[src/sv/sacfm_pkg.sv]
`default_nettype none

package sacfm_pkg;

  // Sample format: Q1.F two's complement, F = SAMPLE_WIDTH - 2
  localparam int SAMPLE_WIDTH = 24;
  localparam int FRAC_W       = SAMPLE_WIDTH - 2;

  // Q1.22 operands (coefficients, position, wet share, smoother gains)
  localparam int QF     = 22;
  localparam int Q_W    = 24;
  localparam int HIST_W = 32;

  // Datapath widths: value operand, product, sum of two products, rounded result
  localparam int DW = ((SAMPLE_WIDTH > HIST_W) ? SAMPLE_WIDTH : HIST_W) + 2;
  localparam int PW = DW + Q_W;
  localparam int AW = PW + 1;
  localparam int RW = AW - QF;

  localparam logic signed [AW-1:0] RND_HALF = AW'(64'sd1 << (QF - 1));

  localparam logic signed [Q_W-1:0] Q_ONE     = Q_W'(4194304);
  localparam logic signed [Q_W-1:0] Q_NEG_ONE = Q_W'(-4194304);
  localparam logic signed [Q_W-1:0] K_POS     = Q_W'(20972);
  localparam logic signed [Q_W-1:0] K_COEF    = Q_W'(4194);
  localparam logic signed [Q_W-1:0] K_WET     = Q_W'(209715);
  localparam logic signed [Q_W-1:0] K_DECAY   = Q_W'(4152361);
  localparam logic signed [Q_W-1:0] BYPASS_LIM     = Q_W'(20972);
  localparam logic signed [Q_W-1:0] BYPASS_LIM_NEG = Q_W'(-20972);
  localparam logic signed [Q_W-1:0] WET_SMOOTH_RST = Q_W'(2097152);

  // Register reset values
  localparam logic [22:0] LPC_TGT_RST  = 23'(3116000);
  localparam logic [22:0] HPC_TGT_RST  = 23'(-4181140);
  localparam logic [23:0] POSITION_RST = 24'd0;
  localparam logic [22:0] WET_AMT_RST  = 23'(4194304);

  localparam int CFG_IDX_W = 2;

  typedef enum logic [CFG_IDX_W-1:0] {
    CFG_LPC_TGT  = 2'd0,
    CFG_HPC_TGT  = 2'd1,
    CFG_POSITION = 2'd2,
    CFG_WET_AMT  = 2'd3
  } cfg_idx_t;

  typedef struct packed {
    logic signed [SAMPLE_WIDTH-1:0] wet_left;
    logic signed [SAMPLE_WIDTH-1:0] wet_right;
    logic                           wet_present;
    logic signed [SAMPLE_WIDTH-1:0] dry_left;
    logic signed [SAMPLE_WIDTH-1:0] dry_right;
    logic                           clear_history;
  } in_item_t;

  typedef struct packed {
    logic signed [SAMPLE_WIDTH-1:0] out_left;
    logic signed [SAMPLE_WIDTH-1:0] out_right;
  } out_item_t;

  // Sequencer steps; each multiply step but ST_M1 issues a product and then writes it back
  typedef enum logic [3:0] {
    ST_IDLE,
    ST_POS,
    ST_WET,
    ST_LPC,
    ST_HPC,
    ST_LA1,
    ST_LA2,
    ST_HA1,
    ST_HA2,
    ST_DL,
    ST_DH,
    ST_M1,
    ST_M2,
    ST_OUT
  } seq_state_t;

  typedef struct packed {
    logic issue;
    logic acc_ld;
    logic use_acc;
  } mac_ctl_t;

  typedef struct packed {
    seq_state_t state;
    logic       wb;
    logic       ch;
    logic       accept;
    logic       out_load;
  } seq_ctl_t;

endpackage

`default_nettype wire

[src/sv/sacfm_mac.sv]
`default_nettype none

module sacfm_mac import sacfm_pkg::*; (
  input  logic                  clk,
  input  mac_ctl_t              ctl,
  input  logic signed [DW-1:0]  a,
  input  logic signed [Q_W-1:0] b,
  output logic signed [RW-1:0]  rnd
);

  logic signed [PW-1:0] prod_r;
  logic signed [PW-1:0] acc_r;
  logic signed [AW-1:0] sum;

  // registered product; the previous product can be parked for a two-term sum
  always_ff @(posedge clk) begin
    if (ctl.issue) begin
      prod_r <= a * b;
    end
    if (ctl.acc_ld) begin
      acc_r <= prod_r;
    end
  end

  // round to nearest Q1.22 step, ties toward plus infinity
  assign sum = (ctl.use_acc ? AW'(acc_r) : AW'(0)) + AW'(prod_r) + RND_HALF;
  assign rnd = RW'(sum >>> QF);

endmodule

`default_nettype wire

[src/sv/sacfm_ctrl.sv]
`default_nettype none

module sacfm_ctrl import sacfm_pkg::*; (
  input  logic     clk,
  input  logic     rst_n,
  input  logic     in_valid,
  input  logic     out_free,
  input  logic     bypass,
  output logic     in_ready,
  output seq_ctl_t seq,
  output mac_ctl_t mac
);

  seq_state_t state_r, state_nxt;
  seq_state_t succ;
  logic       wb_r, wb_nxt;
  logic       ch_r, ch_nxt;
  logic       accept;
  logic       out_load;

  always_ff @(posedge clk) begin
    if (!rst_n) begin
      state_r <= ST_IDLE;
      wb_r    <= 1'b0;
      ch_r    <= 1'b0;
    end else begin
      state_r <= state_nxt;
      wb_r    <= wb_nxt;
      ch_r    <= ch_nxt;
    end
  end

  // step that follows a finished issue/writeback pair
  always_comb begin
    case (state_r)
      ST_POS:  succ = ST_WET;
      ST_WET:  succ = ST_LPC;
      ST_LPC:  succ = ST_HPC;
      ST_HPC:  succ = ST_LA1;
      ST_LA1:  succ = ST_LA2;
      ST_LA2:  succ = ST_HA1;
      ST_HA1:  succ = ST_HA2;
      ST_HA2:  succ = bypass ? ST_DL : ST_M1;
      ST_DL:   succ = ST_DH;
      ST_DH:   succ = ST_M1;
      default: succ = ST_IDLE;
    endcase
  end

  // next state and control outputs
  always_comb begin
    state_nxt = state_r;
    wb_nxt    = wb_r;
    ch_nxt    = ch_r;
    in_ready  = 1'b0;
    accept    = 1'b0;
    out_load  = 1'b0;
    mac       = '0;
    case (state_r)
      ST_IDLE: begin
        in_ready = 1'b1;
        if (in_valid) begin
          accept    = 1'b1;
          state_nxt = ST_POS;
          wb_nxt    = 1'b0;
          ch_nxt    = 1'b0;
        end
      end
      ST_POS, ST_WET, ST_LPC, ST_HPC, ST_LA1, ST_LA2, ST_HA1, ST_HA2, ST_DL, ST_DH: begin
        if (!wb_r) begin
          mac.issue = 1'b1;
          wb_nxt    = 1'b1;
        end else begin
          wb_nxt    = 1'b0;
          state_nxt = succ;
        end
      end
      // first mix term: product only, summed during the next step
      ST_M1: begin
        mac.issue = 1'b1;
        state_nxt = ST_M2;
      end
      ST_M2: begin
        if (!wb_r) begin
          mac.issue  = 1'b1;
          mac.acc_ld = 1'b1;
          wb_nxt     = 1'b1;
        end else begin
          mac.use_acc = 1'b1;
          wb_nxt      = 1'b0;
          if (ch_r) begin
            state_nxt = ST_OUT;
          end else begin
            ch_nxt    = 1'b1;
            state_nxt = ST_LA1;
          end
        end
      end
      ST_OUT: begin
        if (out_free) begin
          out_load  = 1'b1;
          state_nxt = ST_IDLE;
        end
      end
      default: begin
        state_nxt = ST_IDLE;
        wb_nxt    = 1'b0;
      end
    endcase
  end

  assign seq.state    = state_r;
  assign seq.wb       = wb_r;
  assign seq.ch       = ch_r;
  assign seq.accept   = accept;
  assign seq.out_load = out_load;

endmodule

`default_nettype wire

[src/sv/stereo_allpass_crossfade_filter_mix.sv]
// Requests are taken one at a time: in_ready is high only while the sequencer is
// idle, and a finished result waits until the output register is free. When the
// smoothed position sits in the center bypass band, the allpass states decay in
// extra steps. Every product goes through one shared 34x24 multiplier.
// Reset (synchronous, rst_n low): sequencer idle, output empty, registers at
// their defaults, smoothers, held wet pair and allpass states at reset values.
`default_nettype none

module stereo_allpass_crossfade_filter_mix import sacfm_pkg::*; (
  input  logic                 clk,
  input  logic                 rst_n,
  input  logic                 in_valid,
  output logic                 in_ready,
  input  in_item_t             in_data,
  output logic                 out_valid,
  input  logic                 out_ready,
  output out_item_t            out_data,
  input  logic                 cfg_we,
  input  logic [CFG_IDX_W-1:0] cfg_index,
  input  logic [Q_W-1:0]       cfg_data
);

  localparam logic signed [RW:0] H_MAX = (RW+1)'(64'sd2147483647);
  localparam logic signed [RW:0] H_MIN = (RW+1)'(-64'sd2147483648);
  localparam logic signed [RW-1:0] MIX_MAX = RW'(64'sd1 << FRAC_W);
  localparam logic signed [RW-1:0] MIX_MIN = RW'(-(64'sd1 << FRAC_W));

  function automatic logic signed [HIST_W-1:0] sat_hist(input logic signed [RW:0] v);
    logic signed [HIST_W-1:0] res;
    if (v > H_MAX) begin
      res = HIST_W'(H_MAX);
    end else if (v < H_MIN) begin
      res = HIST_W'(H_MIN);
    end else begin
      res = HIST_W'(v);
    end
    return res;
  endfunction

  // configuration
  logic signed [22:0] lpc_tgt_r;
  logic signed [22:0] hpc_tgt_r;
  logic signed [23:0] pos_tgt_r;
  logic        [22:0] wet_amt_r;

  // filter state
  logic signed [Q_W-1:0]          pos_s_r, lpc_s_r, hpc_s_r, wet_s_r;
  logic signed [SAMPLE_WIDTH-1:0] held_r [2];
  logic signed [HIST_W-1:0]       hist_r [4];

  // per-request working registers
  logic signed [SAMPLE_WIDTH-1:0] dry_r [2];
  logic signed [SAMPLE_WIDTH-1:0] res_r [2];
  logic signed [HIST_W-1:0]       old_h_r;
  logic signed [DW-1:0]           xv_r;
  out_item_t                      out_data_r;
  logic                           out_valid_r;

  seq_ctl_t seq;
  mac_ctl_t mac_ctl;
  logic     bypass;
  logic     out_free;

  logic signed [DW-1:0]           op_a;
  logic signed [Q_W-1:0]          op_b;
  logic signed [RW-1:0]           rnd;
  logic signed [Q_W-1:0]          lp_t, hp_t, pos_t, wet_t;
  logic signed [Q_W-1:0]          sm_t, sm_s;
  logic signed [Q_W:0]            sm_d;
  logic                           hp_sel;
  logic [1:0]                     hidx;
  logic signed [HIST_W-1:0]       hist_rd;
  logic signed [SAMPLE_WIDTH-1:0] wet_ch, dry_ch;
  logic signed [RW:0]             nh_in, ap_sum;
  logic signed [RW+1:0]           half_in, half_out;
  logic signed [SAMPLE_WIDTH-1:0] mix_sat;

  sacfm_ctrl u_ctrl (
    .clk      (clk),
    .rst_n    (rst_n),
    .in_valid (in_valid),
    .out_free (out_free),
    .bypass   (bypass),
    .in_ready (in_ready),
    .seq      (seq),
    .mac      (mac_ctl)
  );

  sacfm_mac u_mac (
    .clk (clk),
    .ctl (mac_ctl),
    .a   (op_a),
    .b   (op_b),
    .rnd (rnd)
  );

  // targets, with position and wet share clamped to their legal range
  always_comb begin
    lp_t = {{(Q_W-23){lpc_tgt_r[22]}}, lpc_tgt_r};
    hp_t = {{(Q_W-23){hpc_tgt_r[22]}}, hpc_tgt_r};
    if (pos_tgt_r > Q_ONE) begin
      pos_t = Q_ONE;
    end else if (pos_tgt_r < Q_NEG_ONE) begin
      pos_t = Q_NEG_ONE;
    end else begin
      pos_t = pos_tgt_r;
    end
    if ({1'b0, wet_amt_r} > Q_ONE) begin
      wet_t = Q_ONE;
    end else begin
      wet_t = {1'b0, wet_amt_r};
    end
  end

  assign bypass = (pos_s_r < BYPASS_LIM) && (pos_s_r > BYPASS_LIM_NEG);
  assign out_free = !out_valid_r || out_ready;

  // operand selection for the shared multiplier
  assign hp_sel = (seq.state == ST_HA1) || (seq.state == ST_HA2) || (seq.state == ST_DH);
  assign hidx    = {hp_sel, seq.ch};
  assign hist_rd = hist_r[hidx];
  assign wet_ch  = held_r[seq.ch];
  assign dry_ch  = dry_r[seq.ch];

  always_comb begin
    case (seq.state)
      ST_WET: begin
        sm_t = wet_t;
        sm_s = wet_s_r;
      end
      ST_LPC: begin
        sm_t = lp_t;
        sm_s = lpc_s_r;
      end
      ST_HPC: begin
        sm_t = hp_t;
        sm_s = hpc_s_r;
      end
      default: begin
        sm_t = pos_t;
        sm_s = pos_s_r;
      end
    endcase
    sm_d = {sm_t[Q_W-1], sm_t} - {sm_s[Q_W-1], sm_s};
  end

  always_comb begin
    case (seq.state)
      ST_POS: begin
        op_a = DW'(sm_d);
        op_b = K_POS;
      end
      ST_WET: begin
        op_a = DW'(sm_d);
        op_b = K_WET;
      end
      ST_LPC, ST_HPC: begin
        op_a = DW'(sm_d);
        op_b = K_COEF;
      end
      ST_LA1, ST_LA2: begin
        op_a = DW'(hist_rd);
        op_b = lpc_s_r;
      end
      ST_HA1, ST_HA2: begin
        op_a = DW'(hist_rd);
        op_b = hpc_s_r;
      end
      ST_DL, ST_DH: begin
        op_a = DW'(hist_rd);
        op_b = K_DECAY;
      end
      ST_M1: begin
        op_a = xv_r;
        op_b = wet_s_r;
      end
      ST_M2: begin
        op_a = DW'(dry_ch);
        op_b = Q_ONE - wet_s_r;
      end
      default: begin
        op_a = '0;
        op_b = '0;
      end
    endcase
  end

  // writeback arithmetic
  always_comb begin
    if (seq.state == ST_LA1) begin
      nh_in = (RW+1)'(wet_ch) - (RW+1)'(rnd);
    end else begin
      nh_in = (RW+1)'(xv_r) - (RW+1)'(rnd);
    end
    ap_sum = (RW+1)'(rnd) + (RW+1)'(old_h_r);
    if (seq.state == ST_LA2) begin
      half_in = (RW+2)'(wet_ch) + (RW+2)'(ap_sum) + (RW+2)'(1);
    end else begin
      half_in = (RW+2)'(xv_r) - (RW+2)'(ap_sum) + (RW+2)'(1);
    end
    half_out = half_in >>> 1;
    if (rnd > MIX_MAX) begin
      mix_sat = SAMPLE_WIDTH'(MIX_MAX);
    end else if (rnd < MIX_MIN) begin
      mix_sat = SAMPLE_WIDTH'(MIX_MIN);
    end else begin
      mix_sat = SAMPLE_WIDTH'(rnd);
    end
  end

  // configuration registers
  always_ff @(posedge clk) begin
    if (!rst_n) begin
      lpc_tgt_r <= LPC_TGT_RST;
      hpc_tgt_r <= HPC_TGT_RST;
      pos_tgt_r <= POSITION_RST;
      wet_amt_r <= WET_AMT_RST;
    end else if (cfg_we) begin
      case (cfg_index)
        CFG_LPC_TGT:  lpc_tgt_r <= cfg_data[22:0];
        CFG_HPC_TGT:  hpc_tgt_r <= cfg_data[22:0];
        CFG_POSITION: pos_tgt_r <= cfg_data[23:0];
        CFG_WET_AMT:  wet_amt_r <= cfg_data[22:0];
        default: ;
      endcase
    end
  end

  // smoothers, held wet pair and allpass states
  always_ff @(posedge clk) begin
    if (!rst_n) begin
      pos_s_r   <= '0;
      lpc_s_r   <= '0;
      hpc_s_r   <= '0;
      wet_s_r   <= WET_SMOOTH_RST;
      held_r[0] <= '0;
      held_r[1] <= '0;
      for (int i = 0; i < 4; i++) begin
        hist_r[i] <= '0;
      end
    end else if (seq.accept) begin
      if (in_data.clear_history) begin
        for (int i = 0; i < 4; i++) begin
          hist_r[i] <= '0;
        end
      end
      if (in_data.wet_present) begin
        held_r[0] <= in_data.wet_left;
        held_r[1] <= in_data.wet_right;
      end else if (in_data.clear_history) begin
        held_r[0] <= '0;
        held_r[1] <= '0;
      end
    end else if (seq.wb) begin
      case (seq.state)
        ST_POS: pos_s_r <= pos_s_r + Q_W'(rnd);
        ST_WET: wet_s_r <= wet_s_r + Q_W'(rnd);
        ST_LPC: lpc_s_r <= lpc_s_r + Q_W'(rnd);
        ST_HPC: hpc_s_r <= hpc_s_r + Q_W'(rnd);
        ST_LA1, ST_HA1: hist_r[hidx] <= sat_hist(nh_in);
        ST_DL, ST_DH: hist_r[hidx] <= sat_hist((RW+1)'(rnd));
        default: ;
      endcase
    end
  end

  // working registers
  always_ff @(posedge clk) begin
    if (seq.accept) begin
      dry_r[0] <= in_data.dry_left;
      dry_r[1] <= in_data.dry_right;
    end
    if (seq.wb) begin
      case (seq.state)
        ST_LA1, ST_HA1: old_h_r <= hist_rd;
        ST_LA2: xv_r <= DW'(half_out);
        ST_HA2: xv_r <= bypass ? DW'(wet_ch) : DW'(half_out);
        ST_M2: res_r[seq.ch] <= mix_sat;
        default: ;
      endcase
    end
    if (seq.out_load) begin
      out_data_r.out_left  <= res_r[0];
      out_data_r.out_right <= res_r[1];
    end
  end

  // output register
  always_ff @(posedge clk) begin
    if (!rst_n) begin
      out_valid_r <= 1'b0;
    end else begin
      out_valid_r <= seq.out_load || (out_valid_r && !out_ready);
    end
  end

  assign out_valid = out_valid_r;
  assign out_data  = out_data_r;

endmodule

`default_nettype wire

[config.mk]
export PLATFORM = sky130hd
export DESIGN_NAME = stereo_allpass_crossfade_filter_mix
export DESIGN_NICKNAME = d
export VERILOG_FILES = /design/src/sv/sacfm_pkg.sv /design/src/sv/sacfm_mac.sv /design/src/sv/sacfm_ctrl.sv /design/src/sv/stereo_allpass_crossfade_filter_mix.sv
export SDC_FILE = /design/constraint.sdc
export NUM_CORES = 2
export LEC_CHECK = 0
export BUFFER_PORTS_ARGS = -buffer_cell sky130_fd_sc_hd__buf_4
export CORE_ASPECT_RATIO = 2
export CORE_MARGIN = 2
export CORE_UTILIZATION = 65
export DETAILED_ROUTE_END_ITERATION = 10
export PLACE_DENSITY_LB_ADDON = 0.08
export SKIP_LAST_GASP = 1
export SYNTH_ARGS = -nofsm -noshare
export SYNTH_HDL_FRONTEND = slang
export SYNTH_SLANG_ARGS = --single-unit
[constraint.sdc]
create_clock -name clk -period 16.6 [get_ports clk]
set_input_delay 1.66 -clock clk [delete_from_list [all_inputs] [get_ports clk]]
set_output_delay 1.66 -clock clk [all_outputs]
set_load 0.02 [all_outputs]
==> qor.csv <==
stage;metric;value;unit
floorplan;Die Span X;241;um
floorplan;total die area;115000;um2
critical_path;critical path peak fanout;21;
min_path;Hold EP;out_data[2];
place;hpwl dp;189000;um
sta;Worst-Margin Slew;1250;ps
synth;Mean Syn Cell Area;9.31;um2
synth;cell taking the most area after synthesis;fa_1;
sta;Hold Violations, Final;0;
synth;Area contributors post-synth;fa_1 23%, edfxtp_1 21%, ha_1 9.5%, nand2_1 5.8%, inv_1 5.5%;
critical_path;arrival time worst endpoint;15480;ps
sta;Slew Viols, Final;0;
synth;Top FF cell, synth;edfxtp_1;
synth;post-synthesis register bit count;699;
layout;Layout Nets;9397;
clock_tree;post_cts resized;0;
clock_tree;CTS tree;yes;
layout;Area Growth Syn to Fin;7.79;%
synth;EDFF count, synth;502;
critical_path;Reg2Reg Setup Slack;1550;ps
critical_path;R2R cell count;48;
route;final wirelength;243000;um
route;DRC viols;0;
clock_tree;Post-CTS Hold Buffers;0;
critical_path;crit-path leading delay family;compound AO/OA/AOI/OAI gates;
route;DR pass1 iterations;8;
grt;grt met3 use;9.10;%
clock_tree;setup repair bufs after CTS;0;
sta;RSZ-0062 raised after global routing;no;
grt;met1 Resource Use GR;43.4;%
synth;list of most frequent post-synthesis cells;1121 x nand2_1, 1067 x inv_1, 836 x fa_1, 585 x nor2_1, 554 x ha_1;
route;Via density;6.33;
critical_path;worst path bufs/invs;8;
synth;Synth warnings;0;
synth;Netlist cell types;102;
route;routed len/inst;25.8;um
floorplan;IO Pins;179;
synth;Synth top area share;23.0;%
grt;first-pass GRT wire length;364000;um
sta;Final TNS setup;0;ps
grt;vias in the first global route;62600;
pwr;Lkg Pwr;35.7;nW
grt;pin count of the biggest net entering global routing;95;
pwr;worst vdd rail ir drop;0.144;mV
sta;worst hold margin;416;ps
sta;post-layout min period;15050;ps
synth;Syn Std Cell Area;72700;um2
critical_path;Crit Path Class;reg2reg;
critical_path;Worst Path Required;17030;ps
critical_path;Worst R2R End;u_mac.prod_r[56];
flow_run;maxcap violations;0;
layout;FILL cells;8653;
grt;GRT met2 Usage;72.3;%
layout;post-layout util;70.6;%
critical_path;Slowest-stage cell, CP;a2111oi_0;
clock_tree;Sink Count;699;
sta;final setup fails;0;
critical_path;Critical Path Start Type;flop;
grt;GRT Resource Usage Total;43.0;%
clock_tree;CTS buffer count;69;
run_status;outcome;completed;
floorplan;core box area;111000;um2
place;placed instance count;9294;
clock_tree;CTS root buffer;clkbuf_16;
sta;Worst slew margin;16.9;%
layout;area of the multi-input gates;48700;um2
grt;GRT busiest layer;met2;
sta;final period utilization;90.6;%
layout;Storage cell area;19000;um2
synth;sequential fraction of the synthesis area;26.1;%
synth;Syn Nets;9334;
synth;Post-Syn Instances;7815;
synth;ys async rst share;0;%
critical_path;Worst setup EP type;flop;
floorplan;Initial Util;65.5;%
clock_tree;# H-tree levels;3;
critical_path;R2R Path Start;u_ctrl.state_r[1];
grt;total global routing overflow;0;
clock_tree;Clock Pin Slew Worst Setup and Hold Paths;70;ps
route;First DRT Iteration DRCs;5100;
critical_path;cell with the most instances on the worst path;fa_1;
pwr;Pwr Density;162;nW/um2
layout;post-layout instance count excluding filler cells;9433;
place;Buffers on Ports;178;
clock_tree;maximum root-to-sink buffer count;3;
route;vias;59700;
route;Final ANT Viol Nets;0;
floorplan;Rows;173;
grt;initial antenna violation count;19;
min_path;WHS Path Cells;0;
sta;Final Skew;38.3;ps
clock_tree;Worst-Skew Late Latency;710;ps
min_path;Worst Hold Launch;res_r[1][2];
floorplan;DIE HEIGHT;477;um
pwr;Power Total;0.0127;W
place;GPL Wtd Cong;1.03;
sta;FMAX;66.5;MHz
critical_path;Largest stage delay, worst path;840;ps
layout;layout cell share with drive strength beyond 1;7.65;%
min_path;Hold WC Path Type;reg2reg;
synth;top-count cell post-synth;nand2_1;
## how the worst max path moves through the flow
stage | slack, ps | startpoint | endpoint | cells after the start
after CTS | 1750 | u_ctrl.state_r[1] | u_mac.prod_r[56] | 48
after floorplan | 4730 | u_ctrl.state_r[1] | u_mac.prod_r[54] | 51
after global placement | 1940 | u_ctrl.state_r[1] | u_mac.prod_r[54] | 51
final | 1550 | u_ctrl.state_r[1] | u_mac.prod_r[56] | 48
after detailed placement | 1820 | u_ctrl.state_r[1] | u_mac.prod_r[56] | 48
after global routing | 730 | u_ctrl.state_r[1] | u_mac.prod_r[56] | 51
## cell type report
class                      instances  area share, %
multi-input combinational       5721           62.1
sequential                       699           24.3
antenna                           13         0.0415
clock buffer                      75           2.27
clock inverter                    51          0.744
inverter                        1070           5.13
tap                             1487           2.37
timing repair buffer             317           3.03
## power by group
group / total, W / internal (W) / switching, W / leakage [nW]
combinational: 0.00871 / 0.00319 / 0.00552 / 28.0
sequential: 0.00232 / 0.00223 / 0.0000870 / 6.60
clock: 0.00170 / 0.000907 / 0.000791 / 1.12
## logic make-up after synthesis
family | count (synthesis) | share of synthesized area (%)
multiplexers | 89 | 1.79
flip-flops | 699 | 26.1
XOR/XNOR | 329 | 4.02
AO/OA/AOI/OAI | 1459 | 13.1
adder cells (fa/ha/maj) | 1390 | 32.5
AND/OR/NAND/NOR | 2454 | 15.1
buffers and inverters | 1395 | 7.27
## worst register-to-register path, delay by kind of cell, from the launching register on
kind	cells	cell delay [ps]
compound gates	20	6150
xor+xnor	2	330
fa+ha+maj	10	4730
buf+inv	8	550
flops	1	750
simple gates	8	2230
## per-stage QoR
stage | cell area [um2] | setup slack (ps)
5_1_grt | 78400 | 729
6_report | 78400 | 1550
4_1_cts | 78400 | 1750
2_1_floorplan | 72700 | 4730
3_3_place_gp | 76000 | 1940
3_5_place_dp | 76000 | 1820
## cells in the final DEF, fill, tap and decap left out, drive strengths merged, types with 32 or more instances in the layout
| cell | count |
|---|---|
| nand2 | 1122 |
| inv | 1078 |
| fa | 836 |
| nor2 | 606 |
| ha | 554 |
| edfxtp | 502 |
| a21oi | 385 |
| o21ai | 358 |
| buf | 317 |
| and2 | 245 |
| xnor2 | 210 |
| dfxtp | 197 |
| a21o | 132 |
| xor2 | 118 |
| a21boi | 117 |
| nand3 | 106 |
| clkbuf | 75 |
| nor3 | 69 |
| nand2b | 60 |
| o21bai | 53 |
| a222oi | 51 |
| mux2i | 48 |
| nor2b | 47 |
| a31oi | 46 |
| o21a | 45 |
| nand4 | 40 |
| and3 | 37 |
| or3 | 37 |
| mux4 | 32 |
## sequential cells by signal, summed over array words and instances (netlist names), 34 cells and up, named ones only
signal / flops
dry_r: 48
held_r: 48
hist_r: 128
out_data: 48
res_r: 48
u_mac.acc_r: 58
u_mac.prod_r: 58
xv_r: 34
## metal layers
metal  vias to the layer above  wire length [um]
met2                      3316            118000
li1                      26100                 -
met4                        10             29500
met3                      1317             20900
met5                         -                56
met1                     29000             75100
Note: power is estimated with default switching activity, not from simulation.
